[config.mk]
export PLATFORM = sky130hd
export DESIGN_NAME = mmac_ram
export DESIGN_NICKNAME = d
export VERILOG_FILES = /design/src/rtl/mmac_ram.sv
export SDC_FILE = /design/constraint.sdc
export NUM_CORES = 1
export LEC_CHECK = 0
export ABC_CLOCK_PERIOD_IN_PS = 3400
export BUFFER_PORTS_ARGS = -buffer_cell sky130_fd_sc_hd__buf_2
export CAP_MARGIN = 20
export CORE_MARGIN = 1.5
export CORE_UTILIZATION = 55
export CTS_BUF_LIST = sky130_fd_sc_hd__clkbuf_4
export DETAILED_ROUTE_END_ITERATION = 7
export HOLD_SLACK_MARGIN = 0.03
export PLACE_DENSITY = 0.71
export SLEW_MARGIN = 20
export SYNTH_ARGS = -nofsm -noshare
export SYNTH_HDL_FRONTEND = slang
export SYNTH_SLANG_ARGS = --single-unit
[constraint.sdc]
create_clock -name clk -period 3.4 [get_ports clk]
set_input_delay 0.68 -clock clk [delete_from_list [all_inputs] [get_ports clk]]
set_output_delay 0.68 -clock clk [all_outputs]
set_load 0.03 [all_outputs]
[src/rtl/mmac_ram.sv]
// ----------------------------------------------------------------------------
// mmac_ram
// Generic single-write, single-read RAM with a registered read port.
// ----------------------------------------------------------------------------
module mmac_ram #(
  parameter int WIDTH = 8,
  parameter int DEPTH = 64,
  localparam int AW = (DEPTH > 1) ? $clog2(DEPTH) : 1
) (
  input  logic             clk,
  input  logic             wr_en,
  input  logic [AW-1:0]    wr_addr,
  input  logic [WIDTH-1:0] wr_data,
  input  logic             rd_en,
  input  logic [AW-1:0]    rd_addr,
  output logic [WIDTH-1:0] rd_data
);

  logic [WIDTH-1:0] mem [DEPTH];

  always_ff @(posedge clk) begin
    if (wr_en) begin
      mem[wr_addr] <= wr_data;
    end
    if (rd_en) begin
      rd_data <= mem[rd_addr];
    end
  end

endmodule

Word-level counts from Yosys, hierarchy flattened:

Memories as Yosys holds them, arrays and structs flattened. A register that Yosys moved wholly into a read port is not among the register bits.
Index checks and enable logic that the tools add are counted.

* muxes and demuxes: 2

Operators with widths (count)
* $mux 1: 2

* flip-flop bits (word level): 0
* bits in writable memories: 512
* input port bits: 23
* output and inout bits: 8
* logic and storage cells: 3
* memories: 1

Memory list
* mem: words 64, bits a word 8, read ports 1, clocked after Yosys merged registers in 1, wr ports 1, line 19 `logic [WIDTH-1:0] mem [DEPTH];`

Logic depth before layout (Yosys ltp):

Gate-level depths: netlist (run 1).

* depth in word-level cells: 2
* mapped depth: 9
* mapped depth without buffers: 5

Worst setup path after synthesis (run 1):

OpenSTA, ideal clock, no wires.

* path type: input port to flip-flop
* start: in rd_addr[1]
* end: reg rd_data[3] (read register of mem) (data pin)
* setup time: 266 ps
* arrival: 2220 ps
* required time: 3134 ps
* path slack: 914 ps
* cell stages on the path: 7
* path buffers: 3
* cell sequence: buf_4 -> buf_2 -> buf_2 -> mux4_2 -> mux4_2 -> o21ai_1 -> o41ai_1

RTL lines
* start: declaration: line 15 `input logic [AW-1:0] rd_addr,`
* end: declaration: line 16 `output logic [WIDTH-1:0] rd_data`

==> out/qor.csv, run 1 <==
stage;metric;value;unit
clock_network;cts_hold_buf;0;
placed_design;place_hpwl;27400;microns
clock_network;clock_pin_slew_worst_setup_and_hold_paths;0.07;ns
timing;finalSetupViolations;0;
floorplanning;die_area;38000;sq um
critical_path;worst_path_cell_chain;buf_4 -> mux4_2 -> mux2_2 -> a221oi_1 -> o2bb2ai_1;
clock_network;numCtsBuffers;132;
logic_synthesis;yosys-top-cells-area;edfxtp_1 77%, mux4_2 14%, nor2_1 1.5%, mux2i_1 1.1%, mux2_2 0.72%;
critical_path;crit_arrival;2.90;ns
timing;max_freq;0.415;GHz
floorplanning;ioPinCount;31;
clock_network;worst_skew_pair.late_latency;0.80;ns
critical_path;worst-path-max-fanout;29;
power;p_leak;0.00757;uW
global_routing;grt_pass1_vias;10700;
run_status;result_of_the_run;complete, no violations;
logic_synthesis;asyncSetResetFlopFracSynth;0;
critical_path;master_of_the_slowest_instance_on_the_critical_path;a221oi_1;
power;internal_power;10400;uW
routing;vias;10400;
timing;worst_slew_margin_rel;0.405;
power;power_per_cell_area;568;nW/um^2
placed_design;buffer_ports.inserted;30;
layout;finalNonFillerCells;1694;
clock_network;cts.root.buffer_cell;clkbuf_4;
floorplanning;die_x_extent;195;microns
min_path;hold_path_class;input port to flip-flop;
critical_path;critical-path-max-stage-delay;0.75;ns
logic_synthesis;post_synth_num_cell_types;39;
logic_synthesis;synthDominantAreaCellType;edfxtp_1;
clock_network;postCtsResizedCells;0;
routing;routed_wl;44000;microns
routing;routed_wirelength_normalized_by_instance_count;26.0;microns
power;power.clock.fraction;0.406;
critical_path;startpoint_type;input port;
floorplanning;initial_util;0.556;
layout;nets;1164;
timing;min_period;2.41;ns
power;irDropWorstVdd;0.289;mV
timing;min_period_over_period;0.709;
routing;route.detailed.drc;0;
timing;rsz0062_at_grt;no;
global_routing;grt_max_degree;65;
clock_network;cts-root-to-sink-buffers;3;
floorplanning;vert_die_dim;195;microns
floorplanning;rows;70;
logic_synthesis;netlist_top_cells_count;520 x edfxtp_1, 126 x mux4_2, 83 x nor2_1;
timing;setup-tns-final;0;ns
logic_synthesis;synth_seq_cells;520;
logic_synthesis;post_syn_nets;963;
timing;timing_max_transition_violations_final;0;
logic_synthesis;synth-edff-count;520;
layout;multi_input_comb_area;4320;sq um
clock_network;cts.htree.levels;4;
logic_synthesis;synth_area;20200;sq um
layout;fillCellCount;2500;
clock_network;cts_sinks;520;
global_routing;groute.usage.overall;0.243;
power;power.switching_fraction;0.211;
layout;synthToLayoutAreaGrowth;14.2;%
power;seqPwrFrac;0.543;
logic_synthesis;yosys.area.top_type_share;0.771;
logic_synthesis;synth_warnings;0;
routing;postRouteAntennaNets;0;
routing;drtIter0Drc;1147;
placed_design;place.detailed.instances;1475;
timing;finalHoldViolCount;0;
logic_synthesis;synthesis.instances;940;
floorplanning;core-area;36400;sq um
placed_design;finalWeightedCongestion;0.800;
critical_path;worstPathRequired;3.89;ns
logic_synthesis;synth_most_common_cell;edfxtp_1;
global_routing;grt_first_pass_wirelength;66300;microns
global_routing;gr-total-overflow;0;
layout;drive_above_1_share;0.376;
clock_network;post-cts-setup-buffer-count;0;
clock_network;tritoncts;done;
critical_path;critPathCaptureType;flip-flop;
logic_synthesis;synth.yosys.seq_area_share;0.771;
routing;route.detailed.vias_per_inst;6.12;
logic_synthesis;syn_area_per_cell;21.5;sq um
routing;drt_pre_antenna_iters;6;
flow_run;cap_viol_max_count;0;
power;net-switching-power;2770;uW
timing;clock-skew-final;0.0394;ns
power;power_frac_comb;0.051;
logic_synthesis;ys_dominant_reg_cell;edfxtp_1;
critical_path;timing.reg2reg.setup_slack;1.10;ns
timing;slew_at_the_pin_closest_to_its_max_slew_limit;0.890;ns
critical_path;worst-setup-path-type;input port to flip-flop;
layout;register_area;15600;sq um
global_routing;initial_antenna_violation_count;6;
## registers in the layout (all words and copies together), names as in the netlist
signal   count
mem        512
rd_data      8
## layout by cell type, fill, tap and decap left out, types with 3 or more instances in the layout
cell type / netlist / final
nand2_1: 19 / 19
buf_2: 11 / 24
a22oi_1: 3 / 3
a211oi_1: 4 / 4
o221ai_1: 8 / 8
nand2b_1: 7 / 7
clkbuf_4: 0 / 189
mux2_2: 13 / 13
buf_4: 13 / 87
clkinv_1: 0 / 15
mux4_2: 126 / 126
nor2_1: 83 / 83
a221oi_1: 6 / 6
nand3_1: 13 / 13
nor3_1: 7 / 7
o22ai_1: 8 / 8
o2111ai_1: 3 / 3
o2bb2ai_1: 3 / 3
bufinv_16: 0 / 6
buf_12: 2 / 6
diode_2: 0 / 4
mux2i_1: 23 / 23
edfxtp_1: 520 / 520
a21oi_1: 3 / 3
nand3b_1: 3 / 3
nor2b_1: 14 / 14
## area by class of cell
| cell class | instances | area share |
|---|---|---|
| clock inverters | 26 | 0.0113 |
| flip-flops and latches | 520 | 0.676 |
| multi-input cells | 369 | 0.187 |
| well taps | 468 | 0.0253 |
| repair buffers | 118 | 0.0392 |
| diodes | 4 | 0.000433 |
| clock buffers | 189 | 0.0614 |
## through the flow
| stage | area, sq um | hold WS [ns] | setup slack [ns] | utilization | power [uW] |
|---|---|---|---|---|---|
| 3_3_place_gp | 21400 | 0.879 | 0.177 | 0.588 | 7920 |
| 2_1_floorplan | 20200 | 0.779 | 0.914 | - | 7650 |
| 3_5_place_dp | 21400 | 0.898 | 0.175 | 0.588 | 7940 |
| 5_1_grt | 23100 | 0.250 | 0.883 | 0.634 | 13600 |
| 6_report | 23100 | 0.298 | 0.989 | 0.634 | 13100 |
| 4_1_cts | 23100 | 0.239 | 1.02 | 0.634 | 13300 |
## final timing paths
path | start | to | depth (start not counted)
max | rd_addr[1] | rd_data[1]$_DFFE_PP_ | 5
min | rd_en | rd_data[4]$_DFFE_PP_ | 1
max reg2reg | mem[47][1]$_DFFE_PP_ | rd_data[1]$_DFFE_PP_ | 4
min reg2reg | mem[35][0]$_DFFE_PP_ | rd_data[0]$_DFFE_PP_ | 4
## power groups by stage
| stage | clock, uW | combinational, uW | sequential [uW] |
|---|---|---|---|
| detailed placement | 0 | 673 | 7270 |
| floorplan | 0 | 378 | 7270 |
| global placement | 0 | 660 | 7260 |
| CTS | 5450 | 674 | 7130 |
| global route | 5810 | 717 | 7120 |
| finish | 5330 | 668 | 7130 |
## logic make-up (layout without fill, tap and decap cells)
| family | Yosys count | after routing | share of synthesized area |
|---|---|---|---|
| buffers and inverters | 51 | 333 | 0.0156 |
| multiplexers | 162 | 162 | 0.159 |
| AND/OR/NAND/NOR | 153 | 153 | 0.0337 |
| flip-flops | 520 | 520 | 0.771 |
| AO/OA/AOI/OAI | 54 | 54 | 0.0206 |
| other | 0 | 4 | 0 |
## routing by layer
layer	up-vias	part of all wire	global-route usage
met2	536	0.47	0.364
met1	5300	0.41	0.343
met3	91	0.089	0.0626
met5	-	0.0013	0
met4	8	0.030	0.105
li1	4424	-	-
## worst max-delay path: cells and delay by family
kind / cells / cell delay [ns]
AOI/OAI and AO/OA: 2 / 0.90
muxes: 2 / 0.89
buffers and inverters: 1 / 0.42
(Power assumes the default switching activity.)
==> run 2, diff against run 1 <==
ABC_CLOCK_PERIOD_IN_PS = 2100   (was 3400)
PLACE_DENSITY = 0.74   (was 0.71)
clock period = 2.1 ns   (was 3.4 ns; I/O delays follow)
==> run 2 against run 1 <==
Utilization grew 1.5 points. Sequential power up 61%. Wire length down 0.78%. Final cell count is 3.8% higher. Via count grew 1.6%. Non-clock buffer count up 71. Global-route usage shrank 0.48 points. Largest power group unchanged. Highest routed layer unchanged.
==> out/qor.csv, run 2 (synthesized netlist as in run 1, its figures left out) <==
stage;metric;value;unit;change
floorplanning;vert_die_dim;195;microns;unchanged
critical_path;worstPathRequired;2.63;ns;-1.26 ns
global_routing;groute.usage.overall;0.238;;-0.00479
timing;worst_slew_margin_rel;0.527;;+0.122
layout;number_of_flip_flops_under_the_largest_register_name;512;;unchanged
layout;commonest_non_fill_non_tap_cells_in_the_layout;520 x edfxtp_1, 172 x clkbuf_4, 148 x buf_4;;
clock_network;cts_sinks;520;;unchanged
routing;route.detailed.drc;0;;unchanged
flow_run;cap_viol_max_count;0;;unchanged
placed_design;placement.cell_area;22100;sq um;+3.0%
critical_path;critical-path-max-stage-delay;0.47;ns;-0.28 ns
timing;max_freq;0.487;GHz;
floorplanning;die_x_extent;195;microns;unchanged
layout;register_area;15600;sq um;unchanged
layout;max_flop_register;mem;;
placed_design;buffer_ports.inserted;30;;unchanged
layout;drive_above_1_share;0.399;;+0.0230
power;p_leak;0.00787;uW;+4.0%
layout;layout.cells.most_common;edfxtp_1;;
timing;clock-skew-final;0.0383;ns;-0.00116 ns
global_routing;gr-total-overflow;0;;unchanged
critical_path;worst_path_cell_chain;mux4_2 -> mux2_2 -> o221a_2 -> nor3_4 -> o32ai_1;;
routing;routed_wl;43600;microns;-0.78%
layout;layout.cell_area.non_filler;23600;sq um;+2.3%
clock_network;numCtsBuffers;120;;-9.1%
timing;min_period;2.05;ns;
routing;drtIter0Drc;1056;;-7.9%
global_routing;initial_antenna_violation_count;6;;unchanged
routing;drt_pre_antenna_iters;5;;-1
timing;min_period_over_period;0.977;;
timing;holdWs;0.112;ns;-0.186 ns
routing;vias;10500;;+1.6%
global_routing;grt_pass1_vias;10900;;+1.9%
timing;finalSetupViolations;0;;unchanged
timing;finalHoldViolCount;0;;unchanged
power;irDropWorstVdd;0.412;mV;+43%
floorplanning;initial_util;0.556;;unchanged
floorplanning;die_area;38000;sq um;unchanged
routing;route.detailed.vias_per_inst;5.98;;-2.2%
critical_path;worst-setup-path-type;flip-flop to flip-flop;;
floorplanning;ioPinCount;31;;unchanged
global_routing;grt_first_pass_wirelength;65800;microns;-0.71%
critical_path;crit_arrival;2.58;ns;-0.32 ns
floorplanning;rows;70;;unchanged
routing;postRouteAntennaNets;0;;unchanged
clock_network;cts.htree.levels;3;;-1
layout;multi_input_comb_area;4340;sq um;+0.67%
global_routing;grt_max_degree;65;;unchanged
power;post-layout-total-power;20600;uW;+57%
critical_path;master_of_the_slowest_instance_on_the_critical_path;mux4_2;;
clock_network;cts.root.buffer_cell;clkbuf_4;;
critical_path;startpoint_type;flip-flop;;
routing;routed_wirelength_normalized_by_instance_count;24.8;microns;-4.4%
critical_path;critPathCaptureType;flip-flop;;
clock_network;clock_pin_slew_worst_setup_and_hold_paths;0.07;ns;about the same
floorplanning;core-area;36400;sq um;unchanged
power;power_per_cell_area;870;nW/um^2;+53%
placed_design;finalWeightedCongestion;0.853;;+6.6%
min_path;hold_path_class;input port to flip-flop;;
layout;fillCellCount;2402;;-3.9%
layout;nets;1223;;+5.1%
run_status;result_of_the_run;complete, no violations;;
timing;timing_max_transition_violations_final;0;;unchanged
clock_network;cts-root-to-sink-buffers;3;;unchanged
clock_network;post-cts-setup-buffer-count;0;;unchanged
placed_design;place_hpwl;28100;microns;+2.7%
critical_path;worst-path-max-fanout;1;;-97%
layout;synthToLayoutAreaGrowth;16.8;%;
timing;setup-tns-final;0;ns;unchanged
clock_network;worst_skew_pair.late_latency;0.81;ns;about the same
timing;slew_at_the_pin_closest_to_its_max_slew_limit;0.710;ns;-0.180 ns
clock_network;tritoncts;done;;
layout;layout_top_registers;mem x512, rd_data x8;;
## run 2: cell count changes in the layout (fill, tap and decap cells not counted), sizes merged
cell	change
clkbuf	-17
clkinv	+15
dlygate4sd3	+1
buf	+70
inv	-2
clkinvlp	+1
bufinv	-3
## run 2: report_power, final
| group | internal, uW | switching, uW |
|---|---|---|
| Combinational | 514 | 688 |
| Clock | 4110 | 3730 |
| Sequential | 11500 | 31.5 |
## run 2: path summary, 6_finish.rpt
| path | start | to | slack (ns) | depth (start not counted) |
|---|---|---|---|---|
| hold / removal | wr_data[7] | mem[51][7]$_DFFE_PP_ | 0.11 | 2 |
| setup reg to reg | mem[29][4]$_DFFE_PP_ | rd_data[4]$_DFFE_PP_ | 0.05 | 5 |
| hold reg to reg | mem[0][7]$_DFFE_PP_ | rd_data[7]$_DFFE_PP_ | 0.94 | 4 |
| setup / recovery | mem[29][4]$_DFFE_PP_ | rd_data[4]$_DFFE_PP_ | 0.05 | 5 |
## run 2: cell type report
type	instances	share of cell area
clock buffer	172	0.0546
tap	468	0.0248
antenna	4	0.000423
timing repair buffer	189	0.0664
clock inverter	37	0.00968
sequential	520	0.660
multi-input combinational	369	0.184
## run 2: timing repair
action                     CTS  global route
hold buffers                 1             0
cloned                       0             0
hold endpoints to repair     8             0
setup endpoints to repair    1             4
gates resized for setup      1             4
## run 2: critical path, delay by kind of cell, from the launching register on
kind / cells / cell delay, ns
simple gates: 1 / 0.26
mux: 2 / 0.75
compound gates: 2 / 0.43
flops: 1 / 0.36
## run 2: through the flow
stage                     worst slack [ns]  std cells  utilization
after floorplan                   -0.00529        940            -
after global placement              -0.522       1545        0.606
after detailed placement            -0.495       1545        0.606
after CTS                           0.0299       1755        0.648
after global routing             -0.000158       1759        0.649
final                               0.0486       1759        0.649
## run 2: metal layers
metal / GRT usage / vias up / share of wire
met5: 0 / - / 0.00069
met4: 0.0999 / 6 / 0.030
met3: 0.0557 / 89 / 0.087
met2: 0.363 / 533 / 0.48
met1: 0.336 / 5351 / 0.40
li1: - / 4546 / -
